**src/hw/rtl/tcs_pkg.sv**
```systemverilog
`default_nettype none

package tcs_pkg;

  // Store geometry defaults
  localparam int DEF_MAX_WIDTH  = 32;
  localparam int DEF_MAX_HEIGHT = 32;
  localparam int DEF_MAX_FRAMES = 4;

  // Cell layout: colors in the upper byte, glyph in the lower byte
  localparam int CELL_W = 16;
  localparam logic [7:0] RESET_COLORS = 8'h07;  // gray on black
  localparam logic [7:0] RESET_GLYPH  = 8'h00;

  // Glyph codes with special handling
  localparam logic [7:0] GLYPH_BLANK = 8'd0;
  localparam logic [7:0] GLYPH_SPACE = 8'd32;
  localparam logic [7:0] GLYPH_LEFT  = 8'd221;
  localparam logic [7:0] GLYPH_RIGHT = 8'd222;

  // Configuration reset values
  localparam logic [5:0] RST_IMAGE_WIDTH   = 6'd32;
  localparam logic [5:0] RST_IMAGE_HEIGHT  = 6'd32;
  localparam logic [2:0] RST_FRAME_COUNT   = 3'd1;
  localparam logic [8:0] RST_BUFFER_WIDTH  = 9'd80;
  localparam logic [8:0] RST_BUFFER_HEIGHT = 9'd25;
  localparam logic [4:0] RST_TRANSPARENT   = 5'h1F;

  typedef enum logic [2:0] {
    REG_IMAGE_WIDTH   = 3'd0,
    REG_IMAGE_HEIGHT  = 3'd1,
    REG_FRAME_COUNT   = 3'd2,
    REG_BUFFER_WIDTH  = 3'd3,
    REG_BUFFER_HEIGHT = 3'd4,
    REG_TRANSPARENT   = 3'd5
  } reg_index_t;

  typedef enum logic [2:0] {
    KIND_GLYPH = 3'd0,
    KIND_FORE  = 3'd1,
    KIND_BACK  = 3'd2,
    KIND_READ  = 3'd3,
    KIND_DRAW  = 3'd4
  } kind_t;

  typedef enum logic [1:0] {
    ACT_NONE = 2'd0,
    ACT_FULL = 2'd1,
    ACT_FORE = 2'd2,
    ACT_READ = 2'd3
  } action_t;

  typedef enum logic [1:0] {
    ST_CLEAR = 2'd0,
    ST_IDLE  = 2'd1,
    ST_EXEC  = 2'd2
  } state_t;

  // Controller to datapath
  typedef struct packed {
    logic clear;    // write reset value at the sweep address
    logic capture;  // take the request, launch the store read
    logic commit;   // write back and load the result register
  } cmd_t;

  // Datapath to controller
  typedef struct packed {
    logic clear_last;  // sweep is at the last entry
    logic out_free;    // result register can take a new result
  } status_t;

endpackage

`default_nettype wire

```
**src/hw/rtl/tcs_ctrl.sv**
```systemverilog
`default_nettype none

module tcs_ctrl
  import tcs_pkg::*;
(
  input  wire logic    clk,
  input  wire logic    rst,
  input  wire logic    in_valid,
  output logic         in_stall,
  input  wire status_t status,
  output cmd_t         cmd
);

  state_t state, state_next;

  always_ff @(posedge clk) begin
    if (rst) begin
      state <= ST_CLEAR;
    end else begin
      state <= state_next;
    end
  end

  // Sequence: clear sweep, then take a request, then commit it
  always_comb begin
    state_next  = state;
    cmd         = '0;
    in_stall    = 1'b1;
    unique case (state)
      ST_CLEAR: begin
        cmd.clear = 1'b1;
        if (status.clear_last) begin
          state_next = ST_IDLE;
        end
      end
      ST_IDLE: begin
        in_stall = 1'b0;
        if (in_valid) begin
          cmd.capture = 1'b1;
          state_next  = ST_EXEC;
        end
      end
      ST_EXEC: begin
        if (status.out_free) begin
          cmd.commit = 1'b1;
          state_next = ST_IDLE;
        end
      end
      default: begin
        state_next = ST_CLEAR;
      end
    endcase
  end

endmodule

`default_nettype wire

```
**config.mk**
```make
export PLATFORM = sky130hd
export DESIGN_NAME = tcs_ctrl
export DESIGN_NICKNAME = d
export VERILOG_FILES = /design/src/hw/rtl/tcs_pkg.sv /design/src/hw/rtl/tcs_ctrl.sv
export SDC_FILE = /design/constraint.sdc
export NUM_CORES = 1
export LEC_CHECK = 0
export CELL_PAD_IN_SITES_DETAIL_PLACEMENT = 0
export CELL_PAD_IN_SITES_GLOBAL_PLACEMENT = 1
export CORE_AREA = 2 2 39 41
export DETAILED_ROUTE_END_ITERATION = 16
export DIE_AREA = 0 0 41 43
export DONT_BUFFER_PORTS = 1
export GPL_ROUTABILITY_DRIVEN = 0
export PLACE_DENSITY_LB_ADDON = 0.1
export SLEW_MARGIN = 15
export SYNTH_ARGS = -nofsm -noshare
export SYNTH_HDL_FRONTEND = slang
export SYNTH_SLANG_ARGS = --single-unit
```
**constraint.sdc**
```tcl
create_clock -name clk -period 1.2 [get_ports clk]
set_clock_uncertainty 0.2 [all_clocks]
set_input_delay 0.24 -clock clk [delete_from_list [all_inputs] [get_ports clk]]
set_output_delay 0.24 -clock clk [all_outputs]
set_load 0.03 [all_outputs]
```
==> out/results.txt, run 1 <==
vias in the first global route - 143
TritonCTS Buffers - 3
CP Data Required Time - 0.76 ns
Worst Hold Class - in2reg
Max Fclk - 725 MHz
DR vias - 129
vias per cell - 3.15
first-pass GRT wire length - 607 µm
min-delay src - status[1]
Worst Hold End - state[0]$_SDFFE_PP0P_
initial antenna violation count - 0
multiplexer area fraction after synthesis - 0%
Final Non-Filler Cells - 41
critical path class - reg2out
RR Startpoint - state[1]$_SDFFE_PP0P_
drt pass-1 iters - 2
layout cells sized above 1 - 72.0%
Crit. End Element - output port
Synth Area in Simple Gates - 34.4%
largest net degree at the start of global routing - 6
post-placement cell area - 191 µm²
gr ovfl total - 0
Reg with most FFs - state
Layout area overhead - 131%
Nets - 32
Power, Total - 0.323 mW
Hold Path Stages - 2
sequential share of the synthesized area - 34.4%
Reg2Reg Depth - 3
relative slew slack - 87.5%
xor and xnor area share after synthesis - 0%
Yosys reg bits - 2
cell count after placement - 36
root buf cell - clkbuf_4
distinct cell type count after synthesis - 10
TritonCTS clock tree - yes
FP Rows - 14
Post-Synth Adder-Cell Area - 0%
1st-iter DRT viols - 1
Worst setup SP type - register
RSZ-0062 raised after global routing - yes
HPWL after DPL - 269 µm
IO Count - 9
Sink Count - 2
Synth top area share - 34.4%
CP Max Fanout - 4
wire length per cell - 8.51 µm
Leak - 0.119 nW
clk buf depth - 2
standard cell core area - 0.00138 mm²
Mean Syn Cell Area - 8.95 µm²
H-Tree Level Count - 1
clk_lat worst skew - 0.22 ns
crit path DAT - 0.94 ns
crit share post-route - 115%
Final ANT Viol Nets - 0
cell taking the most area after synthesis - dfxtp_1
CTS clk-pin slew, worst paths - 0.03 ns
number of flip-flops in the largest register - 2
max cap viols - 0
final setup fails - 4
Post-route DRC - 0
final wirelength - 349 µm
R2R setup slack - 0.04 ns
status - complete, but fails checks
die area - 0.00176 mm²
synth warn - 0
Top Registers - state: 2 flops
final hold slack - 0.0198 ns
final worst path period need - 1.38 ns
Overall Global Routing Usage - 6.01%
Hold Vio Cnt, Final - 0
setup ws final - -0.179 ns
failing checks - setup timing
final non-filler cell area - 269 µm²
Post-Syn Instances - 13
worst slew pin tran - 0.188 ns
FF-to-FF End - state[0]$_SDFFE_PP0P_
synth top area cells - dfxtp_1 34%, a311oi_2 13%, nand2b_1 11%
VDD IR max - 0.415 mV
ANT cells - 0
pwr/cell area - 1200 mW/mm²
main combinational cell family by area after synthesis - simple AND/OR/NAND/NOR gates
max-slew violations - 0
Post-Syn Nets - 18
post-synthesis compound-gate area fraction - 28.0%
width of the chip - 41 µm
port bufs - 0
Mapped Area - 116 µm²
Initial Utilization - 8.41%
Die Y - 43 µm
-- placed cells by master, fill, tap and decap left out, drive strengths merged --
cell type    Yosys  layout
and3b            1       1
dlygate4sd3      0       1
nand2            1       1
o21a             1       1
nor3b            1       1
clkbuf           0       3
o21ba            1       1
nor2             2       2
inv              1       1
buf              0       8
dfxtp            2       2
nand2b           2       2
a311oi           1       1
-- metrics by stage --
| step | utilization [%] | TNS [ns] | setup WS (ns) |
|---|---|---|---|
| global route | 19.4 | -0.812 | -0.214 |
| global placement | 13.8 | -0.0627 | -0.0439 |
| floorplan | - | -0.0208 | -0.0125 |
| detailed placement | 13.8 | -0.0404 | -0.0267 |
| finish | 19.4 | -0.644 | -0.179 |
| CTS | 18.5 | -0.695 | -0.186 |
-- area by class of cell --
type                       instances  area [µm²]
clock buffer                       3        22.5
fill                             156        1110
inverter                           1        3.75
multi-input combinational         10        93.8
sequential                         2        43.8
tap                               16        20.0
timing repair buffer               9        85.1
-- critical path, cell delays in order, from the launching register on --
cell      delay, ns
dfxtp_4        0.34
buf_6          0.12
nand2b_4       0.13
buf_6          0.13
-- how the worst max path moves through the flow --
stage | depth (start not counted) | slack, ns | to | start
CTS | 3 | -0.19 | in_stall | state[1]$_SDFFE_PP0P_
global placement | 2 | -0.04 | state[1]$_SDFFE_PP0P_ | state[1]$_SDFFE_PP0P_
floorplan | 1 | -0.01 | cmd[2] | state[0]$_SDFFE_PP0P_
detailed placement | 2 | -0.03 | state[1]$_SDFFE_PP0P_ | state[1]$_SDFFE_PP0P_
finish | 3 | -0.18 | in_stall | state[1]$_SDFFE_PP0P_
global route | 3 | -0.21 | cmd[2] | state[0]$_SDFFE_PP0P_
-- synthesized netlist by cell type --
| cell | n |
|---|---|
| a311oi_2 | 1 |
| and3b_1 | 1 |
| dfxtp_1 | 2 |
| inv_1 | 1 |
| nand2_1 | 1 |
| nand2b_1 | 2 |
| nor2_1 | 2 |
| nor3b_1 | 1 |
| o21a_1 | 1 |
| o21ba_1 | 1 |
-- layer usage --
metal	vias to the layer above	share of wire [%]	GRT usage, %
met1	54	52	6.37
met3	0	10	8.90
met2	5	38	5.31
met5	-	0	0
met4	0	0	4.00
li1	70	-	-
-- kinds of logic (layout without fill, tap and decap cells) --
logic type / after synthesis / in the layout
AND/OR/NAND/NOR: 7 / 7
AO/OA/AOI/OAI: 3 / 3
buffers and inverters: 1 / 13
flip-flops: 2 / 2
-- what timing repair did --
item | CTS | global route
endpoints found under the setup margin | 5 | 5
hold buffers | 1 | 0
gates cloned | 0 | 0
resized for setup | 9 | 2
hold endpoints to repair | 2 | 0
setup buffers | 0 | 1
-- report_power, final --
group          switching (mW)  total (mW)  internal [mW]
combinational          0.0481      0.0976         0.0495
clock                  0.0390       0.149          0.110
sequential            0.00443      0.0757         0.0713
total                  0.0915       0.323          0.231
(Power assumes the default switching activity.)
==> inputs of run 2 (changes only) <==
--- a/config.mk
+++ b/config.mk
@@ -5,6 +5,7 @@
 export SDC_FILE = /design/constraint.sdc
 export NUM_CORES = 1
 export LEC_CHECK = 0
+export ABC_AREA = 1
 export CELL_PAD_IN_SITES_DETAIL_PLACEMENT = 0
 export CELL_PAD_IN_SITES_GLOBAL_PLACEMENT = 1
 export CORE_AREA = 2 2 39 41
@@ -12,7 +13,7 @@
 export DIE_AREA = 0 0 41 43
 export DONT_BUFFER_PORTS = 1
 export GPL_ROUTABILITY_DRIVEN = 0
-export PLACE_DENSITY_LB_ADDON = 0.1
+export PLACE_DENSITY = 0.3
 export SLEW_MARGIN = 15
 export SYNTH_ARGS = -nofsm -noshare
 export SYNTH_HDL_FRONTEND = slang
==> run 2 against run 1 <==
Against the previous run:
- the flow still finishes with violations (setup timing)
- clock power about the same
- largest power group unchanged
- synthesized area up 1.1%
- register-to-register slack better by 0.04 ns
- synthesized cell count up 46%
- flip-flop and latch count unchanged
- critical path depth unchanged
- die area unchanged
- power down 2.1%
- worst setup slack better by 0.0082 ns
- wire length up 0.57%
- cell count up 12%
==> out/results.txt, run 2 <==
Post-route DRC - 0 (unchanged)
number of flip-flops in the largest register - 2 (unchanged)
final non-filler cell area - 262 µm² (-2.8%)
drt pass-1 iters - 1 (-1)
final hold slack - 0.0277 ns (+0.00797 ns)
worst slew pin tran - 0.291 ns (+0.103 ns)
RR Startpoint - state[0]$_SDFFE_PP0P_
vias in the first global route - 162 (+13%)
crit path DAT - 0.93 ns (about the same)
Leak - 0.127 nW (+6.4%)
ANT cells - 0 (unchanged)
CP Data Required Time - 0.76 ns (about the same)
final setup fails - 4 (unchanged)
Yosys reg bits - 2 (unchanged)
R2R setup slack - 0.08 ns (+0.04 ns)
Mean Syn Cell Area - 6.19 µm² (-31%)
Nets - 37 (+16%)
first-pass GRT wire length - 552 µm (-9.1%)
crit-path cells - buf_4, nor2_4, buf_6
final worst path period need - 1.37 ns (-0.00817 ns)
Most used DFF post-synth - dfxtp_1
Final Util - 18.9% (-0.54 points)
setup ws final - -0.171 ns (+0.00817 ns)
Post-Syn Instances - 19 (+6)
Mapped Area - 118 µm² (+1.1%)
CTS clk-pin slew, worst paths - 0.03 ns (about the same)
root buf cell - clkbuf_4
Reg with most FFs - state
Final ANT Viol Nets - 0 (unchanged)
initial antenna violation count - 0 (unchanged)
Worst Hold Class - in2reg
Power, Total - 0.316 mW (-2.1%)
TritonCTS clock tree - yes
Layout area overhead - 122%
crit share post-route - 114% (-0.68 points)
gr ovfl total - 0 (unchanged)
number of flops mapped to enable cells by yosys - 0 (unchanged)
wire length per cell - 7.63 µm (-10%)
cell taking the most area after synthesis - dfxtp_1
IO Count - 9 (unchanged)
H-Tree Level Count - 1 (unchanged)
top-count cell post-synth - inv_1
Initial Utilization - 8.50% (+0.090 points)
RSZ-0062 raised after global routing - yes
final wirelength - 351 µm (+0.57%)
distinct cell type count after synthesis - 10 (unchanged)
max cap viols - 0 (unchanged)
largest net degree at the start of global routing - 6 (unchanged)
Hold Vio Cnt, Final - 0 (unchanged)
clk_lat worst skew - 0.22 ns (about the same)
relative slew slack - 80.6% (-6.9 points)
Post-synth ARST share - 0% (unchanged)
pre-CTS setup slack - -0.0317 ns (-0.00496 ns)
TritonCTS Buffers - 3 (unchanged)
port bufs - 0 (unchanged)
CP Launch Point - state[0]$_SDFFE_PP0P_
1st-iter DRT viols - 0 (-1)
sequential share of the synthesized area - 34.0% (-0.37 points)
Max Fclk - 729 MHz (+0.60%)
synth warn - 0 (unchanged)
die area - 0.00176 mm² (unchanged)
vias per cell - 3.11 (-1.2%)
pwr/cell area - 1210 mW/mm² (+0.74%)
VDD IR max - 0.285 mV (-31%)
standard cell core area - 0.00138 mm² (unchanged)
DR vias - 143 (+11%)
failing checks - setup timing
post-placement cell area - 199 µm² (+3.9%)
commonest non-fill, non-tap cells in the layout - 4 x nand2_1, 4 x inv_1, 4 x buf_4
Top Registers - state: 2 flops
layout cells sized above 1 - 50.0% (-22 points)
clk buf depth - 2 (unchanged)
CP Max Fanout - 5 (+1)
CP max stage delay - 0.35 ns (about the same)
critical path class - reg2out
Post-Syn Nets - 24 (+6)
max-slew violations - 0 (unchanged)
width of the chip - 41 µm (unchanged)
Top Family by Delay on Critical Path - flip-flops
status - complete, but fails checks
synth top area cells - dfxtp_1 34%, inv_1 19%, nand2_1 13%
slowest CP cell - dfxtp_4
Bufs and invs on worst path - 2 (unchanged)
Die Y - 43 µm (unchanged)
most frequent cells after synthesis - 6 x inv_1, 4 x nand2_1, 2 x dfxtp_1
Worst setup SP type - register
Overall Global Routing Usage - 5.11% (-0.90 points)
Synth top area share - 34.0% (-0.37 points)
Crit. End Element - output port
min-delay src - status[1]
Sink Count - 2 (unchanged)
FP Rows - 14 (unchanged)
run 2: metal layers:
| layer | up-vias | wire, µm | global-route usage [%] |
|---|---|---|---|
| met5 | - | 0 | 0 |
| met4 | 0 | 0 | 8.00 |
| met3 | 0 | 19 | 2.09 |
| met2 | 4 | 204 | 6.88 |
| met1 | 61 | 128 | 4.15 |
| li1 | 78 | - | - |
run 2: final timing paths:
check | endpoint | cells past startpoint
worst max-delay path | cmd[2] | 3
worst min-delay path | state[0]$_SDFFE_PP0P_ | 4
worst max register to register | state[0]$_SDFFE_PP0P_ | 6
worst min register to register | state[0]$_SDFFE_PP0P_ | 3
run 2: repair_timing:
item / CTS / global route
buffers inserted: 1 / 0
cloned: 0 / 0
pin swaps: 1 / 0
hold endpoints to repair: 2 / 0
hold buffers: 2 / 0
setup endpoints to repair: 4 / 5
gates resized for setup: 5 / 1
run 2: power by group:
group / leakage [nW] / internal (mW) / total [mW] / switching [mW]
Clock: 0.0138 / 0.110 / 0.147 / 0.0366
Sequential: 0.0171 / 0.0727 / 0.0790 / 0.00636
Combinational: 0.0958 / 0.0404 / 0.0903 / 0.0499
run 2: kinds of logic after synthesis:
kind of cell,synth area share [%]
flip-flops,34.0
AND/OR/NAND/NOR,38.3
buffers and inverters,19.1
AO/OA/AOI/OAI,8.50
run 2: tightest hold or removal path: stages:
cell and delay, ns:
inv_1 0.03, nand2_1 0.05, nand2_1 0.06, nor2_1 0.04
run 2: area by class of cell:
cell class	instances	area, µm²
Clock buffer	3	22.5
Inverter	6	22.5
Fill cell	163	1120
Timing Repair Buffer	8	81.3
Tap cell	16	20.0
Sequential cell	2	43.8
Multi-Input combinational cell	11	71.3
run 2: metrics by stage:
| stage | setup TNS [ns] | instances |
|---|---|---|
| 6_report | -0.527 | 46 |
| 5_1_grt | -0.688 | 46 |
| 4_1_cts | -0.675 | 46 |
| 3_5_place_dp | -0.0371 | 40 |
| 3_3_place_gp | -0.0594 | 40 |
| 2_1_floorplan | 0 | 19 |
==> inputs of run 3 (changes only) <==
--- a/config.mk
+++ b/config.mk
@@ -6,14 +6,14 @@
 export NUM_CORES = 1
 export LEC_CHECK = 0
 export ABC_AREA = 1
+export BUFFER_PORTS_ARGS = -buffer_cell sky130_fd_sc_hd__buf_4
 export CELL_PAD_IN_SITES_DETAIL_PLACEMENT = 0
 export CELL_PAD_IN_SITES_GLOBAL_PLACEMENT = 1
 export CORE_AREA = 2 2 39 41
 export DETAILED_ROUTE_END_ITERATION = 16
 export DIE_AREA = 0 0 41 43
-export DONT_BUFFER_PORTS = 1
 export GPL_ROUTABILITY_DRIVEN = 0
-export PLACE_DENSITY = 0.3
+export PLACE_DENSITY = 0.39
 export SLEW_MARGIN = 15
 export SYNTH_ARGS = -nofsm -noshare
 export SYNTH_HDL_FRONTEND = slang
==> run 3 against run 2 <==
Against the previous run:
- the flow still finishes with violations (setup timing)
- first-iteration DRC count did not move
- core utilization rose by 2.8 points
- maximum frequency rose by 1.2%
- worst setup slack improved by 0.016 ns
- global-route usage rose by 0.81 points
- sequential power rose by 6.5%
- flip-flop and latch count did not move
- cell count rose by 8.7%
- die area did not move
- via count rose by 16%
- power rose by 4.6%
- clock power barely moved
- largest cell class unchanged
- highest routed layer is now met4
==> out/results.txt, run 3 (synthesized netlist as in run 2, its figures left out) <==
CP Max Fanout - 6 (+1)
fillcell total - 170 (+4.3%)
failing checks - setup timing
CTS clk-pin slew, worst paths - 0.03 ns (about the same)
vias per cell - 3.32 (+6.8%)
Worst Hold End - state[0]$_SDFFE_PP0P_
number of flip-flops in the largest register - 2 (unchanged)
port bufs - 8 (+8)
gr ovfl total - 0 (unchanged)
crit-path cells - nor3_4, buf_6
VDD IR max - 0.339 mV (+19%)
setup ws final - -0.155 ns (+0.0159 ns)
standard cell core area - 0.00138 mm² (unchanged)
Nets - 41 (+11%)
final non-filler cell area - 300 µm² (+15%)
worst slew pin tran - 0.145 ns (-0.146 ns)
Sequential Area - 45.0 µm² (+2.9%)
Leak - 0.152 nW (+20%)
die area - 0.00176 mm² (unchanged)
Post-route DRC - 0 (unchanged)
Worst Hold Class - in2reg
wire length per cell - 7.08 µm (-7.2%)
Worst setup SP type - register
TritonCTS Buffers - 3 (unchanged)
Hold Vio Cnt, Final - 0 (unchanged)
Crit. End Element - output port
ANT cells - 0 (unchanged)
Sink Count - 2 (unchanged)
RSZ-0062 raised after global routing - yes
cell count after placement - 45 (+13%)
pre-CTS setup slack - -0.0520 ns (-0.0204 ns)
CP max stage delay - 0.36 ns (about the same)
root buf cell - clkbuf_4
DR vias - 166 (+16%)
pwr/cell area - 1100 mW/mm² (-8.9%)
max-slew violations - 0 (unchanged)
post-placement cell area - 224 µm² (+13%)
CP Launch Point - state[0]$_SDFFE_PP0P_
Hold Path Stages - 4 (unchanged)
commonest non-fill, non-tap cell in the layout - buf_4
Final ANT Viol Nets - 0 (unchanged)
layout cells sized above 1 - 61.8% (+12 points)
Bufs and invs on worst path - 1 (-1)
clk_lat worst skew - 0.22 ns (about the same)
commonest non-fill, non-tap cells in the layout - 6 x buf_4, 5 x inv_1, 5 x buf_6
HPWL after DPL - 281 µm
FP Rows - 14 (unchanged)
clk buf depth - 2 (unchanged)
Layout area overhead - 155%
min-delay src - in_valid
drt pass-1 iters - 1 (unchanged)
IO Count - 9 (unchanged)
H-Tree Level Count - 1 (unchanged)
largest net degree at the start of global routing - 7 (+1)
first-pass GRT wire length - 614 µm (+11%)
Reg with most FFs - state
vias in the first global route - 161 (-0.62%)
Die Y - 43 µm (unchanged)
CP Data Required Time - 0.76 ns (about the same)
final wirelength - 354 µm (+0.85%)
Top Family by Delay on Critical Path - flip-flops
Top Registers - state: 2 flops
RR Startpoint - state[1]$_SDFFE_PP0P_
final setup fails - 4 (unchanged)
initial antenna violation count - 0 (unchanged)
R2R setup slack - 0.16 ns (+0.08 ns)
crit path DAT - 0.92 ns (about the same)
final worst path period need - 1.36 ns (-0.0159 ns)
Reg2Reg Depth - 5 (-1)
TritonCTS clock tree - yes
crit share post-route - 113% (-1.3 points)
Final Non-Filler Cells - 50 (+8.7%)
Max Fclk - 738 MHz (+1.2%)
relative slew slack - 90.2% (+9.7 points)
status - complete, but fails checks
1st-iter DRT viols - 0 (unchanged)
FF-to-FF End - state[0]$_SDFFE_PP0P_
Initial Utilization - 8.50% (unchanged)
Overall Global Routing Usage - 5.92% (+0.81 points)
width of the chip - 41 µm (unchanged)
Final Util - 21.7% (+2.8 points)
area of the multi-input gates - 76.3 µm² (+7.0%)
final hold slack - 0.103 ns (+0.0755 ns)
max cap viols - 0 (unchanged)
critical path class - reg2out
slowest CP cell - dfxtp_4
[run 3: cell count changes in the layout (fill, tap and decap cells not counted), sizes merged]
cell	before	now
dlygate4sd3	2	1
buf	6	11
[run 3: metal layers]
layer,vias to the layer above,part of all wire (%),GRT usage (%)
li1,86,-,-
met1,69,38,6.09
met2,9,46,5.94
met3,2,14,4.71
met4,0,2.5,8.00
met5,-,0,0
[run 3: repair_timing]
| item | in CTS | in global routing |
|---|---|---|
| hold buffers | 1 | 0 |
| gates cloned | 0 | 0 |
| endpoints found under the hold margin | 1 | 0 |
| endpoints found under the setup margin | 4 | 4 |
| pin swaps | 1 | 1 |
| resized for setup | 10 | 2 |
| setup buffers | 0 | 1 |
[run 3: worst reg2reg max path, cell delays in order, from the launching register on]
cell and delay, ns:
dfxtp_2 0.32, buf_6 0.12, buf_4 0.12, nand3_2 0.07, nand2_1 0.05, nor2_1 0.09
[run 3: worst max-delay path by stage]
stage | to | slack [ns] | cells past startpoint
after floorplan | cmd[1] | 0.007 | 2
after global placement | cmd[1] | -0.05 | 3
after detailed placement | cmd[1] | -0.05 | 3
after CTS | cmd[0] | -0.17 | 2
after global routing | cmd[0] | -0.19 | 2
final | cmd[0] | -0.16 | 2
[run 3: area by class of cell]
cell class / count / share of cell area (%)
Clock buffer: 3 / 7.50
Inverter: 6 / 8.33
Multi-Input combinational cell: 11 / 25.4
Sequential cell: 2 / 15.0
Tap cell: 16 / 6.67
Timing Repair Buffer: 12 / 37.1
[run 3: metrics by stage]
stage          TNS, ns  power, mW
5_1_grt         -0.645      0.355
3_3_place_gp   -0.0474      0.164
3_5_place_dp   -0.0520      0.164
4_1_cts         -0.558      0.334
6_report        -0.482      0.330
2_1_floorplan        0      0.127
[run 3: where the power goes]
part / internal (mW) / switching (mW) / leakage, nW
sequential: 0.0732 / 0.0109 / 0.0175
combinational: 0.0508 / 0.0504 / 0.121
clock: 0.110 / 0.0353 / 0.0138
total: 0.234 / 0.0965 / 0.152
