$ cat config.mk
export PLATFORM = sky130hd
export DESIGN_NAME = tcs_datapath
export DESIGN_NICKNAME = d
export VERILOG_FILES = /design/src/hw/rtl/tcs_pkg.sv /design/src/hw/rtl/tcs_datapath.sv
export SDC_FILE = /design/constraint.sdc
export NUM_CORES = 1
export LEC_CHECK = 0
export BUFFER_PORTS_ARGS = -buffer_cell sky130_fd_sc_hd__buf_2
export CAP_MARGIN = 20
export CORE_MARGIN = 2
export CORE_UTILIZATION = 55
export DETAILED_ROUTE_END_ITERATION = 12
export PLACE_DENSITY = 0.85
export SYNTH_ARGS = -nofsm -noshare
export SYNTH_HDL_FRONTEND = slang
export SYNTH_SLANG_ARGS = --single-unit
$ cat constraint.sdc
create_clock -name clk -period 5.55 [get_ports clk]
set_clock_uncertainty 0.2 [all_clocks]
set_input_delay 1.11 -clock clk [delete_from_list [all_inputs] [get_ports clk]]
set_output_delay 1.11 -clock clk [all_outputs]
set_load 0.02 [all_outputs]
$ cat src/hw/rtl/tcs_pkg.sv
`default_nettype none

package tcs_pkg;

  // Store geometry defaults
  localparam int DEF_MAX_WIDTH  = 32;
  localparam int DEF_MAX_HEIGHT = 32;
  localparam int DEF_MAX_FRAMES = 4;

  // Cell layout: colors in the upper byte, glyph in the lower byte
  localparam int CELL_W = 16;
  localparam logic [7:0] RESET_COLORS = 8'h07;  // gray on black
  localparam logic [7:0] RESET_GLYPH  = 8'h00;

  // Glyph codes with special handling
  localparam logic [7:0] GLYPH_BLANK = 8'd0;
  localparam logic [7:0] GLYPH_SPACE = 8'd32;
  localparam logic [7:0] GLYPH_LEFT  = 8'd221;
  localparam logic [7:0] GLYPH_RIGHT = 8'd222;

  // Configuration reset values
  localparam logic [5:0] RST_IMAGE_WIDTH   = 6'd32;
  localparam logic [5:0] RST_IMAGE_HEIGHT  = 6'd32;
  localparam logic [2:0] RST_FRAME_COUNT   = 3'd1;
  localparam logic [8:0] RST_BUFFER_WIDTH  = 9'd80;
  localparam logic [8:0] RST_BUFFER_HEIGHT = 9'd25;
  localparam logic [4:0] RST_TRANSPARENT   = 5'h1F;

  typedef enum logic [2:0] {
    REG_IMAGE_WIDTH   = 3'd0,
    REG_IMAGE_HEIGHT  = 3'd1,
    REG_FRAME_COUNT   = 3'd2,
    REG_BUFFER_WIDTH  = 3'd3,
    REG_BUFFER_HEIGHT = 3'd4,
    REG_TRANSPARENT   = 3'd5
  } reg_index_t;

  typedef enum logic [2:0] {
    KIND_GLYPH = 3'd0,
    KIND_FORE  = 3'd1,
    KIND_BACK  = 3'd2,
    KIND_READ  = 3'd3,
    KIND_DRAW  = 3'd4
  } kind_t;

  typedef enum logic [1:0] {
    ACT_NONE = 2'd0,
    ACT_FULL = 2'd1,
    ACT_FORE = 2'd2,
    ACT_READ = 2'd3
  } action_t;

  typedef enum logic [1:0] {
    ST_CLEAR = 2'd0,
    ST_IDLE  = 2'd1,
    ST_EXEC  = 2'd2
  } state_t;

  // Controller to datapath
  typedef struct packed {
    logic clear;    // write reset value at the sweep address
    logic capture;  // take the request, launch the store read
    logic commit;   // write back and load the result register
  } cmd_t;

  // Datapath to controller
  typedef struct packed {
    logic clear_last;  // sweep is at the last entry
    logic out_free;    // result register can take a new result
  } status_t;

endpackage

`default_nettype wire

$ cat src/hw/rtl/tcs_datapath.sv
`default_nettype none

module tcs_datapath
  import tcs_pkg::*;
#(
  parameter int MAX_WIDTH  = DEF_MAX_WIDTH,
  parameter int MAX_HEIGHT = DEF_MAX_HEIGHT,
  parameter int MAX_FRAMES = DEF_MAX_FRAMES,
  parameter int DEPTH      = MAX_WIDTH * MAX_HEIGHT * MAX_FRAMES,
  parameter int ADDR_W     = (DEPTH > 1) ? $clog2(DEPTH) : 1
) (
  input  wire logic              clk,
  input  wire logic              rst,
  input  wire cmd_t              cmd,
  output status_t                status,
  // configuration
  input  wire logic              cfg_write,
  input  wire logic [2:0]        cfg_index,
  input  wire logic [8:0]        cfg_data,
  // request fields
  input  wire logic [2:0]        kind,
  input  wire logic [1:0]        frame,
  input  wire logic signed [8:0] pos_x,
  input  wire logic signed [8:0] pos_y,
  input  wire logic [4:0]        offset_x,
  input  wire logic [4:0]        offset_y,
  input  wire logic [7:0]        value,
  input  wire logic              mirror,
  // store port
  output logic                   ram_we,
  output logic [ADDR_W-1:0]      ram_addr,
  output logic [CELL_W-1:0]      ram_wdata,
  input  wire logic [CELL_W-1:0] ram_rdata,
  // result
  output logic                   out_valid,
  input  wire logic              out_stall,
  output logic [1:0]             action,
  output logic [7:0]             dest_x,
  output logic [7:0]             dest_y,
  output logic [3:0]             fore_color,
  output logic [3:0]             back_color,
  output logic [7:0]             glyph
);

  localparam int CELLS = MAX_WIDTH * MAX_HEIGHT;

  // Configuration registers
  logic [5:0] image_width, image_height;
  logic [2:0] frame_count;
  logic [8:0] buffer_width, buffer_height;
  logic [4:0] transparent_color;

  always_ff @(posedge clk) begin
    if (rst) begin
      image_width       <= RST_IMAGE_WIDTH;
      image_height      <= RST_IMAGE_HEIGHT;
      frame_count       <= RST_FRAME_COUNT;
      buffer_width      <= RST_BUFFER_WIDTH;
      buffer_height     <= RST_BUFFER_HEIGHT;
      transparent_color <= RST_TRANSPARENT;
    end else if (cfg_write) begin
      unique case (cfg_index)
        REG_IMAGE_WIDTH:   image_width       <= cfg_data[5:0];
        REG_IMAGE_HEIGHT:  image_height      <= cfg_data[5:0];
        REG_FRAME_COUNT:   frame_count       <= cfg_data[2:0];
        REG_BUFFER_WIDTH:  buffer_width      <= cfg_data;
        REG_BUFFER_HEIGHT: buffer_height     <= cfg_data;
        REG_TRANSPARENT:   transparent_color <= cfg_data[4:0];
        default: ;
      endcase
    end
  end

  // Clearing sweep counter
  logic [ADDR_W-1:0] clear_cnt;

  always_ff @(posedge clk) begin
    if (rst) begin
      clear_cnt <= '0;
    end else if (cmd.clear) begin
      clear_cnt <= clear_cnt + ADDR_W'(1);
    end
  end

  assign status.clear_last = (clear_cnt == ADDR_W'(DEPTH - 1));

  // Effective bounds
  logic [31:0] w_cap, h_cap, f_cap, bw_cap, bh_cap;

  always_comb begin
    w_cap  = (32'(image_width) < 32'(MAX_WIDTH)) ? 32'(image_width) : 32'(MAX_WIDTH);
    h_cap  = (32'(image_height) < 32'(MAX_HEIGHT)) ? 32'(image_height) : 32'(MAX_HEIGHT);
    f_cap  = (32'(frame_count) < 32'(MAX_FRAMES)) ? 32'(frame_count) : 32'(MAX_FRAMES);
    bw_cap = (32'(buffer_width) < 32'd256) ? 32'(buffer_width) : 32'd256;
    bh_cap = (32'(buffer_height) < 32'd256) ? 32'(buffer_height) : 32'd256;
  end

  // Decode the request: source cell, its address and the clip tests
  logic              is_draw;
  logic signed [9:0] col, row, dx, dy;
  logic              cell_ok, ox_ok, dest_ok, draw_ok;
  logic [31:0]       addr_full;
  logic [ADDR_W-1:0] addr_in;

  always_comb begin
    is_draw = (kind == KIND_DRAW);
    if (is_draw) begin
      col = mirror ? (10'(w_cap) - 10'sd1 - 10'(offset_x)) : 10'(offset_x);
      row = 10'(offset_y);
    end else begin
      col = 10'(pos_x);
      row = 10'(pos_y);
    end
    cell_ok = !col[9] && !row[9]
              && (32'(col[8:0]) < w_cap)
              && (32'(row[8:0]) < h_cap)
              && (32'(frame) < f_cap);
    addr_full = 32'(frame) * 32'(CELLS) + 32'(row[8:0]) * 32'(MAX_WIDTH)
                + 32'(col[8:0]);
    addr_in = addr_full[ADDR_W-1:0];
    ox_ok   = (32'(offset_x) < w_cap);
    dx      = 10'(pos_x) + 10'(offset_x);
    dy      = 10'(pos_y) + 10'(offset_y);
    dest_ok = !dx[9] && !dy[9] && (32'(dx[8:0]) < bw_cap) && (32'(dy[8:0]) < bh_cap);
    draw_ok = ox_ok && cell_ok && dest_ok;
  end

  // Hold the decoded request until commit
  logic [ADDR_W-1:0] addr_q;
  logic [2:0]        kind_q;
  logic [7:0]        value_q;
  logic              mirror_q, cell_ok_q, draw_ok_q;
  logic [7:0]        dx_q, dy_q;

  always_ff @(posedge clk) begin
    if (cmd.capture) begin
      addr_q    <= addr_in;
      kind_q    <= kind;
      value_q   <= value;
      mirror_q  <= mirror;
      cell_ok_q <= cell_ok;
      draw_ok_q <= is_draw && draw_ok;
      dx_q      <= dx[7:0];
      dy_q      <= dy[7:0];
    end
  end

  // Store port: sweep, read at capture, read or write the held cell otherwise
  logic [7:0] cur_colors, cur_glyph;
  logic       key_hit;

  assign cur_colors = ram_rdata[15:8];
  assign cur_glyph  = ram_rdata[7:0];
  assign key_hit    = !transparent_color[4] && (transparent_color[3:0] == cur_colors[7:4]);

  always_comb begin
    if (cmd.clear) begin
      ram_addr = clear_cnt;
    end else if (cmd.capture) begin
      ram_addr = addr_in;
    end else begin
      ram_addr = addr_q;
    end
  end

  // Build write-back and result from the cell read
  logic [1:0] act_next;
  logic [7:0] dx_next, dy_next, glyph_next;
  logic [3:0] fore_next, back_next;
  logic       wr_hit;
  logic [CELL_W-1:0] wdata_upd;

  always_comb begin
    act_next   = ACT_NONE;
    dx_next    = '0;
    dy_next    = '0;
    fore_next  = '0;
    back_next  = '0;
    glyph_next = '0;
    wr_hit     = 1'b0;
    wdata_upd  = ram_rdata;
    case (kind_q)
      KIND_GLYPH: begin
        wr_hit    = cell_ok_q;
        wdata_upd = {cur_colors, value_q};
      end
      KIND_FORE: begin
        wr_hit    = cell_ok_q;
        wdata_upd = {cur_colors[7:4], value_q[3:0], cur_glyph};
      end
      KIND_BACK: begin
        wr_hit    = cell_ok_q;
        wdata_upd = {value_q[3:0], cur_colors[3:0], cur_glyph};
      end
      KIND_READ: begin
        act_next = ACT_READ;
        if (cell_ok_q) begin
          fore_next  = cur_colors[3:0];
          back_next  = cur_colors[7:4];
          glyph_next = cur_glyph;
        end
      end
      KIND_DRAW: begin
        if (draw_ok_q) begin
          if (!key_hit) begin
            act_next  = ACT_FULL;
            back_next = cur_colors[7:4];
          end else if (cur_glyph != GLYPH_BLANK && cur_glyph != GLYPH_SPACE) begin
            act_next = ACT_FORE;
          end
        end
        if (act_next != ACT_NONE) begin
          dx_next   = dx_q;
          dy_next   = dy_q;
          fore_next = cur_colors[3:0];
          // Swap the half-block glyphs when flipped
          if (mirror_q && cur_glyph == GLYPH_LEFT) begin
            glyph_next = GLYPH_RIGHT;
          end else if (mirror_q && cur_glyph == GLYPH_RIGHT) begin
            glyph_next = GLYPH_LEFT;
          end else begin
            glyph_next = cur_glyph;
          end
        end
      end
      default: ;
    endcase
  end

  assign ram_we    = cmd.clear || (cmd.commit && wr_hit);
  assign ram_wdata = cmd.clear ? {RESET_COLORS, RESET_GLYPH} : wdata_upd;

  // Result register
  assign status.out_free = !out_valid || !out_stall;

  always_ff @(posedge clk) begin
    if (rst) begin
      out_valid <= 1'b0;
    end else if (cmd.commit) begin
      out_valid <= 1'b1;
    end else if (!out_stall) begin
      out_valid <= 1'b0;
    end
  end

  always_ff @(posedge clk) begin
    if (cmd.commit) begin
      action     <= act_next;
      dest_x     <= dx_next;
      dest_y     <= dy_next;
      fore_color <= fore_next;
      back_color <= back_next;
      glyph      <= glyph_next;
    end
  end

endmodule

`default_nettype wire

==> impl_metrics.yaml, run 1 <==
outcome:
  outcome: "completed"
clock_tree:
  path_clk_slew_ps: 60
  clk_latency_ps: 410
  htree_levels: 4
  cts_tree: "done"
  cts_sinks: 127
  clockRootBuffer: "clkbuf_16"
  cts_inserted_buffers: 17
  clk_path_buf_depth: 2
yosys:
  ys_seq_area_frac: 0.448
  synth_common_cells: "nand2_1 (108), edfxtp_1 (64), dfxtp_1 (63)"
  synth_area_leader_cell: "edfxtp_1"
  synth.most_common_cell: "nand2_1"
  yosys_register_bits: 127
  synth.top_cell.area_share: 0.271
  syn_inst: 721
  synthTopCellsByArea: "edfxtp_1 (27%), dfxtp_1 (18%), ha_1 (9.3%)"
  ys_async_sr_fraction: 0
  yosys_warnings: 0
  synth_cell_types: 60
  synth_area_um2: 7100
  syn_area_per_cell_um2: 9.85
  synth.net_count: 855
  synthFlopType: "edfxtp_1"
  synth_edf_count: 64
setup_path:
  start_kind: "flip-flop"
  slowest_stage: "dfxtp_4"
  reg2reg_depth: 17
  timing.rr.start: "image_width[5]$_SDFFE_PP1P_"
  rrSetupSlack_ps: 1550
  cp_top_family: "adder cells"
  crit_type: "reg -> out"
  path_buf_inv: 4
  arrival_ps: 4060
  r2r-end: "draw_ok_q$_DFFE_PP_"
  required_ps: 4240
  crit_fanout: 4
  cp-end-kind: "output pin"
  slowest_delay_ps: 380
  crit_chain: "nand2b_4 -> ha_4 -> buf_4 -> nand3_1 -> xor2_1 -> ha_1 -> inv_1 -> o22ai_2 -> nor2_1 -> xnor2_1 -> o21ai_2 -> ha_1 -> inv_1 -> fa_2 -> nor2b_1 -> o21ai_0 -> nand2b_1 -> xnor2_1 -> a21oi_1 -> mux2_2 -> buf_2"
floorplanning:
  start_util: 0.563
  core_area_um2: 12600
  die_w_um: 118
  boundaryPins: 143
  die_area_um2: 13800
  die_h_um: 118
  fp-row-count: 41
place:
  dp.final_hpwl_mm: 13.1
  dp_cells: 1018
  routabilityCongestion: 0.941
  numPortBuffers: 142
sta:
  max_freq_mhz: 186
  finalMaxSlewViolations: 0
  whs_ps: 257
  tightest_slew_ps: 1030
  fin_crit_sh: 0.967
  slew-limit-headroom: 0.306
  rsz0062_at_grt: "yes"
  setup_viol: 0
  hold_viol_final: 0
  period_needed_ps: 5370
  final.setup.tns_ps: 0
cells_and_area:
  final_nets: 1009
  layout-drive-gt1-share: 0.262
  n_antenna_cell: 0
  final_cells: 1060
  syn_to_final_growth_pct: 23.0
power:
  finalPower_mw: 2.62
  power.share.clock: 0.425
  power_frac_seq: 0.411
  swShare: 0.264
  switching_power_uw: 692
  peakVddDrop_v: 0.000213
  pwr-share-comb: 0.164
  p_leak_nw: 3.70
  internal_power_mw: 1.93
  power.density_nw_per_um2: 300
global_route:
  track_usage: 0.262
  grt_antenna_before_repair: 0
  grt-ovfl-total: 0
  grt_pass1_vias: 5743
  grt_max_degree: 52
  grt_pass1_wl_mm: 28.8
routing:
  antenna_left: 0
  avgRoutedWirePerCell_um: 17.0
  drtPass1Iterations: 6
  post-route-drc-count: 0
  via_per_inst: 5.65
  wl_mm: 18.1
  drt-initial-drc-count: 535
  vias: 5988
worst_hold_path:
  hold_path.class: "reg -> reg"
  min_from: "buffer_width[0]$_SDFFE_PP0P_"
  hold_path_end: "buffer_width[0]$_SDFFE_PP0P_"
  min_delay_path_depth: 2
flow_run:
  cap_violations: 0
## cells by family (layout without fill, tap and decap cells)
group                      Yosys count  count (layout)  synth area share
AOI/OAI and AO/OA                  118             118             0.108
xor gates and xnor gates            39              39            0.0481
adders and majority gates           57              57             0.105
buffers and inverters               45             212            0.0241
DFF                                127             127             0.448
muxes                               42              42            0.0631
and+or+nand+nor                    293             293             0.204
## worst reg2reg max path, stage by stage, from the launching register on
cell,delay [ps]
dfxtp_4,380
nand2b_4,160
ha_4,150
buf_4,110
nand3_1,70
xor2_1,150
ha_1,330
inv_1,70
o22ai_2,210
nor2_1,80
xnor2_1,170
o21ai_2,100
buf_4,140
ha_1,310
a2111oi_2,380
o2111ai_1,160
or3_1,400
nor4_2,250
## layer usage
layer  global-route usage  wire length (µm)  up-vias  share of wire
met5                    0                 0        -              0
met4                0.101               544        0          0.030
met3               0.0538              1210       47          0.067
met2                0.447              8800      256           0.49
met1                0.325              7500     2803           0.42
li1                     -                 -     2882              -
## state kept, by name, indices dropped and copies added, names as in the netlist, 6 cells and up
name,count
glyph,8
buffer_width,9
image_height,6
buffer_height,9
image_width,6
dx_q,8
addr_q,12
clear_cnt,12
dy_q,8
dest_y,8
dest_x,8
value_q,8
## worst max path at each step
stage,startpoint,endpoint,slack [ps],cells after the start
after floorplan,offset_x[0],ram_addr[10],140,14
after global placement,offset_x[0],ram_addr[9],20,17
after detailed placement,offset_x[0],ram_addr[9],-20,17
after CTS,offset_x[0],ram_addr[9],30,17
after global routing,image_width[5]$_SDFFE_PP1P_,ram_addr[9],-5,21
final,image_width[5]$_SDFFE_PP1P_,ram_addr[9],180,21
## final cells by class
type / instances / area, µm²
multi-input cells: 549 / 3830
well taps: 172 / 215
flip-flops and latches: 127 / 3190
fillers: 973 / 3880
clock buffers: 17 / 425
repair buffers: 157 / 821
inverters: 23 / 88.8
clock inverters: 15 / 169
## metrics by stage
step	setup slack [ps]	util	area, µm²
6_report	183	0.692	8740
5_1_grt	-4.50	0.692	8740
4_1_cts	31.1	0.681	8590
3_5_place_dp	-20.8	0.632	7980
3_3_place_gp	15.9	0.632	7980
2_1_floorplan	140	-	7100
## layout by cell type, fill, tap and decap left out, types with 3 or more instances in the layout
cell type / count
and2_1: 28
xor2_1: 17
nand4_1: 10
buf_4: 14
o21bai_1: 3
inv_1: 19
mux2i_1: 23
clkinv_1: 4
nor3b_1: 5
nand3_1: 17
nand2_1: 106
and3_1: 5
nor3b_2: 3
nand2b_1: 6
nor2b_1: 22
clkbuf_16: 17
a21o_1: 6
o21a_1: 6
edfxtp_1: 64
a32o_1: 3
xnor2_1: 21
a21oi_1: 40
or3_1: 3
nor4_1: 3
o21ai_0: 21
buf_2: 143
bufinv_16: 3
ha_1: 51
clkinvlp_4: 7
nor3_1: 11
mux2_2: 18
nand3b_1: 6
dfxtp_1: 60
nor2_1: 53
a211o_1: 11
## power groups by stage
stage	Combinational [mW]	Clock, mW	Sequential, mW
2_1_floorplan	0.253	0	1.10
3_3_place_gp	0.402	0	1.09
3_5_place_dp	0.412	0	1.09
4_1_cts	0.419	1.12	1.08
5_1_grt	0.472	1.17	1.08
6_report	0.430	1.11	1.08
## repair_timing
action | in CTS | in global routing
endpoints found under the setup margin | 5 | 5
pin swaps | 0 | 11
hold buffers | 0 | 0
gates resized for setup | 7 | 22
setup buffers | 0 | 9
Note: power is estimated with default switching activity, not from simulation.
==> run 2: changes to the inputs <==
--- a/config.mk
+++ b/config.mk
@@ -5,6 +5,7 @@
 export SDC_FILE = /design/constraint.sdc
 export NUM_CORES = 1
 export LEC_CHECK = 0
+export ABC_AREA = 1
 export BUFFER_PORTS_ARGS = -buffer_cell sky130_fd_sc_hd__buf_2
 export CAP_MARGIN = 20
 export CORE_MARGIN = 2
==> run 2 against run 1 <==
  * Routed wire length is 1.2% higher
  * Via count is 12% higher
  * Fmax is 1.6% higher
  * Cell count is 19% higher
  * Worst hold slack worse by 7.3 ps
  * Combinational power hardly changed
  * Sequential power hardly changed
  * Cell area is 0.95% higher
  * Clock power is 4% higher
  * Clock-buffer cell count is 1 higher
  * Die area is 2.2% higher
  * Worst setup slack better by 86 ps
  * Critical path type unchanged
==> impl_metrics.yaml, run 2 <==
sta:
  slew-limit-headroom: 0.372
  max_freq_mhz: 189
  finalMaxSlewViolations: 0
  period_needed_ps: 5280
  fin_crit_sh: 0.952
  tightest_slew_ps: 939
  worst_slack_ps: 268
  hold_viol_final: 0
  setup_viol: 0
cells_and_area:
  syn_to_final_growth_pct: 21.4
  layout-drive-gt1-share: 0.194
  reg.largest.list: "addr_q: 12 flops, clear_cnt: 12 flops"
  n_antenna_cell: 0
  mostFrequentLayoutCell: "nand2_1"
  final_nets: 1207
  final_cell_mix: "nand2_1 (201), buf_2 (142), inv_1 (136), nor2_1 (106), o21ai_0 (77)"
  fillers: 984
clock_tree:
  cts_inserted_buffers: 17
  htree_levels: 4
  cts_tree: "done"
  cts_sinks: 127
  path_clk_slew_ps: 60
  clockRootBuffer: "clkbuf_16"
  clk_path_buf_depth: 2
  clk_latency_ps: 420
  postCtsHoldBufs: 0
power:
  power.density_nw_per_um2: 300
  p_leak_nw: 4.37
  finalPower_mw: 2.65
  peakVddDrop_v: 0.000197
place:
  post-place-ws_ps: 323
  dp.final_hpwl_mm: 13.6
  routabilityCongestion: 0.931
  numPortBuffers: 142
yosys:
  ys_seq_area_frac: 0.438
  ys_async_sr_fraction: 0
  yosys_register_bits: 127
  yosys_warnings: 0
  synth_common_cells: "nand2_1 (201), inv_1 (136), nor2_1 (107)"
  synth_cell_types: 41
  syn_inst: 921
  synthFlopType: "edfxtp_1"
  synth.most_common_cell: "nand2_1"
  syn_area_per_cell_um2: 7.88
  synth.net_count: 1055
  synth_area_um2: 7260
  synth_area_leader_cell: "edfxtp_1"
  synth_edf_count: 64
  synth.top_cell.area_share: 0.265
  synthTopCellsByArea: "edfxtp_1 (26%), dfxtp_1 (17%), nand2_1 (10%)"
outcome:
  outcome: "completed"
setup_path:
  arrival_ps: 3970
  start_kind: "flip-flop"
  crit_type: "reg -> out"
  cp-end-kind: "output pin"
  crit_fanout: 10
  required_ps: 4240
global_route:
  grt_pass1_vias: 6200
  grt_max_degree: 41
  track_usage: 0.258
  grt_pass1_wl_mm: 28.8
  grt-ovfl-total: 0
  grt_antenna_before_repair: 0
routing:
  via_per_inst: 5.35
  wl_mm: 18.3
  drt-initial-drc-count: 696
  drtPass1Iterations: 5
  post-route-drc-count: 0
  antenna_left: 0
  avgRoutedWirePerCell_um: 14.5
  vias: 6726
floorplanning:
  boundaryPins: 143
  core_area_um2: 12800
  die_w_um: 119
  die_area_um2: 14100
  die_h_um: 119
  start_util: 0.569
  fp-row-count: 41
worst_hold_path:
  hold_path.class: "reg -> reg"
flow_run:
  cap_violations: 0
[run 2: cell types whose count changed in the layout (fill, tap and decap cells not counted), sizes merged, moves of 23 or more]
cell / change
and2: -28
o21ai: +57
nor2b: -23
nand2: +100
mux2i: -23
inv: +118
nor2: +58
nand3: +24
[run 2: kinds of logic after synthesis]
kind of cell / count (synthesis) / share of synthesized area
AO/OA/AOI/OAI: 165 / 0.121
flip-flops: 127 / 0.438
adder cells (fa/ha/maj): 57 / 0.102
XOR/XNOR: 23 / 0.0277
AND/OR/NAND/NOR: 390 / 0.226
buffers and inverters: 159 / 0.0846
[run 2: worst paths after layout]
check	slack (ps)	end	cells past startpoint	from
worst max-delay path	270	ram_addr[11]	25	image_width[5]$_SDFFE_PP1P_
worst min-delay path	250	addr_q[5]$_DFF_P_	2	addr_q[5]$_DFF_P_
worst max register to register	1940	addr_q[11]$_DFF_P_	22	image_width[5]$_SDFFE_PP1P_
worst min register to register	250	addr_q[5]$_DFF_P_	2	addr_q[5]$_DFF_P_
[run 2: stage by stage]
step | instances | cell area [µm²] | setup TNS (ps) | hold WS (ps) | util
floorplan | 921 | 7260 | 0 | 214 | -
detailed placement | 1223 | 8160 | 0 | 240 | 0.638
global placement | 1222 | 8140 | 0 | 225 | 0.637
global route | 1258 | 8820 | -9.95 | 278 | 0.690
CTS | 1255 | 8760 | 0 | 253 | 0.686
finish | 1258 | 8820 | 0 | 250 | 0.690
[run 2: timing repair]
item / CTS / global route
gates resized for setup: 1 / 9
pin swaps: 0 / 2
gates cloned: 0 / 0
buffers inserted: 0 / 3
setup endpoints to repair: 1 / 2
[run 2: worst max-delay path, stage by stage (launching register included)]
cell and delay [ps]:
dfxtp_4 380, inv_6 70, nand2_2 130, ha_4 170
nand3_2 100, xor2_1 160, ha_1 340, nand2_1 80
inv_1 50, a21oi_2 150, nand3_1 110, nand2_1 80
o2bb2ai_1 140, ha_2 210, inv_1 50, fa_1 350
inv_1 90, nand3_1 70, nand2_1 120, nand3_1 100
nand2_1 80, xor2_1 140, o21ai_1 80, nand2_1 70
nand2_1 50, buf_2 150
[run 2: layer usage]
layer,GRT usage,routed length (µm),up-vias
met5,0,0,-
met4,0.110,411,0
met3,0.0441,1200,38
met2,0.436,8880,282
met1,0.325,7780,3087
li1,-,-,3319
[run 2: where the power goes]
part           total (mW)  switching, mW  leakage, nW  internal [mW]
clock                1.15          0.429        0.288          0.716
combinational       0.428          0.278         2.92          0.151
sequential           1.07         0.0221         1.16           1.05
total                2.65          0.729         4.37           1.92
[run 2: layout make-up]
cell class                      instances  area, µm²  share of cell area
Multi-Input combinational cell        635       3490               0.396
Tap cell                              172        215              0.0244
Timing Repair Buffer                  149        776              0.0880
Clock buffer                           18        439              0.0498
Sequential cell                       127       3190               0.361
Clock inverter                         14        166              0.0189
Inverter                              143        542              0.0614
==> run 3: changes to the inputs <==
--- a/config.mk
+++ b/config.mk
@@ -11,7 +11,8 @@
 export CORE_MARGIN = 2
 export CORE_UTILIZATION = 55
 export DETAILED_ROUTE_END_ITERATION = 12
-export PLACE_DENSITY = 0.85
+export MAX_ROUTING_LAYER = met4
+export PLACE_DENSITY = 0.8
 export SYNTH_ARGS = -nofsm -noshare
 export SYNTH_HDL_FRONTEND = slang
 export SYNTH_SLANG_ARGS = --single-unit
==> run 3 against run 2 <==
  * Non-clock buffer count shrank 3
  * Worst setup slack better by 32 ps
  * Clock power fell by 4%
  * Cell count decreased by 0.24%
  * Via count down 2.4%
  * Combinational power about the same
==> impl_metrics.yaml, run 3 (synthesis gave the netlist of run 2 again) <==
clock_tree:
  path_clk_slew_ps: 50
  post_cts_resized: 0
  clk_latency_ps: 420
  cts_tree: "done"
  htree_levels: 4
  postCtsHoldBufs: 0
  clk_path_buf_depth: 2
  clockRootBuffer: "clkbuf_16"
  cts_inserted_buffers: 17
  postCtsSetupBuffers: 0
  cts_sinks: 127
routing:
  drtPass1Iterations: 5
  vias: 6565
  avgRoutedWirePerCell_um: 14.7
  via_per_inst: 5.23
  drt-initial-drc-count: 485
  antenna_left: 0
  wl_mm: 18.4
  post-route-drc-count: 0
sta:
  rsz0062_at_grt: "no"
  slew-limit-headroom: 0.331
  max_freq_mhz: 190
  worst_slack_ps: 300
  tightest_slew_ps: 1000
  period_needed_ps: 5250
  fin_crit_sh: 0.946
  final.setup.tns_ps: 0
  hold_viol_final: 0
  setup_viol: 0
  finalMaxSlewViolations: 0
setup_path:
  cp-startpoint: "offset_x[0]"
  required_ps: 4240
  slowest_delay_ps: 420
  crit_fanout: 3
  crit_type: "in -> out"
  slowest_stage: "fa_1"
  reg2reg_depth: 23
  cp-end-kind: "output pin"
  critPathMostFrequentCell: "nand2_1"
  timing.rr.start: "image_width[0]$_SDFFE_PP0P_"
  arrival_ps: 3940
  cp_top_family: "adder cells"
  crit_cells: 22
  crit_chain: "buf_2 -> ha_1 -> fa_1 -> inv_1 -> nand3_1 -> nand2_1 -> nand2_1 -> nand3_1 -> nand3_1 -> nand2_1 -> inv_1 -> fa_1 -> inv_2 -> nand3_1 -> nand2_2 -> nand3_1 -> nand2_1 -> xor2_1 -> o21ai_1 -> nand2_1 -> nand2_1 -> buf_2"
  start_kind: "input pin"
  path_buf_inv: 5
power:
  p_leak_nw: 4.36
  power.density_nw_per_um2: 296
  peakVddDrop_v: 0.000262
cells_and_area:
  reg.largest.list: "addr_q: 12 flops, clear_cnt: 12 flops"
  n_antenna_cell: 0
  syn_to_final_growth_pct: 20.9
  layout-drive-gt1-share: 0.190
  mostFrequentLayoutCell: "nand2_1"
  final_cell_mix: "nand2_1 (200), buf_2 (142), inv_1 (135), nor2_1 (106), o21ai_0 (77)"
  multi_input_area_um2: 3500
  fillers: 1054
  final_nets: 1204
  final_area_um2: 8780
  final_util: 0.687
  ff_latch_area_um2: 3190
worst_hold_path:
  min_delay_path_depth: 2
  min_from: "addr_q[5]$_DFF_P_"
  hold_path.class: "reg -> reg"
floorplanning:
  die_w_um: 119
  start_util: 0.569
  fp-row-count: 41
  die_h_um: 119
  boundaryPins: 143
  die_area_um2: 14100
  core_area_um2: 12800
outcome:
  outcome: "completed"
place:
  numPortBuffers: 142
  post-place-ws_ps: 322
  dp.final_hpwl_mm: 13.5
  postPlaceCellArea_um2: 8160
  routabilityCongestion: 0.972
flow_run:
  cap_violations: 0
global_route:
  grt_pass1_vias: 5861
  grt-ovfl-total: 0
  grt_max_degree: 39
  grt_antenna_before_repair: 0
  grt_pass1_wl_mm: 28.8
  track_usage: 0.267
[run 3: worst min-delay path: stages, from the launching register on]
cell and delay [ps]:
dfxtp_1 310, nand2_1 60, nand2_1 50
[run 3: report_power, final]
| part | internal, mW | leakage (nW) | switching, mW | total [mW] |
|---|---|---|---|---|
| sequential | 1.05 | 1.16 | 0.0214 | 1.07 |
| clock | 0.699 | 0.273 | 0.400 | 1.10 |
| combinational | 0.150 | 2.92 | 0.277 | 0.427 |
[run 3: final cells by class]
cell class / instances / share of cell area
clock inverter: 12 / 0.0164
sequential: 127 / 0.363
multi-input combinational: 635 / 0.399
inverter: 143 / 0.0614
tap: 172 / 0.0245
timing repair buffer: 146 / 0.0858
clock buffer: 20 / 0.0497
[run 3: final timing paths]
path                              to  slack, ps
setup / recovery        ram_addr[11]        300
hold / removal     addr_q[5]$_DFF_P_        250
setup reg to reg  addr_q[11]$_DFF_P_       1970
hold reg to reg    addr_q[5]$_DFF_P_        250
[run 3: metal layers]
layer	vias to the layer above	global-route usage	share of wire
met1	2955	0.333	0.43
li1	3310	-	-
met3	50	0.0484	0.065
met5	-	-	0
met2	250	0.435	0.48
met4	0	0.0967	0.027
[run 3: per-stage QoR]
stage | power, mW | cells | hold WS (ps)
after detailed placement | 1.51 | 1223 | 232
after global placement | 1.50 | 1222 | 224
after floorplan | 1.36 | 921 | 214
final | 2.60 | 1255 | 255
after CTS | 2.60 | 1255 | 251
after global routing | 2.71 | 1255 | 277
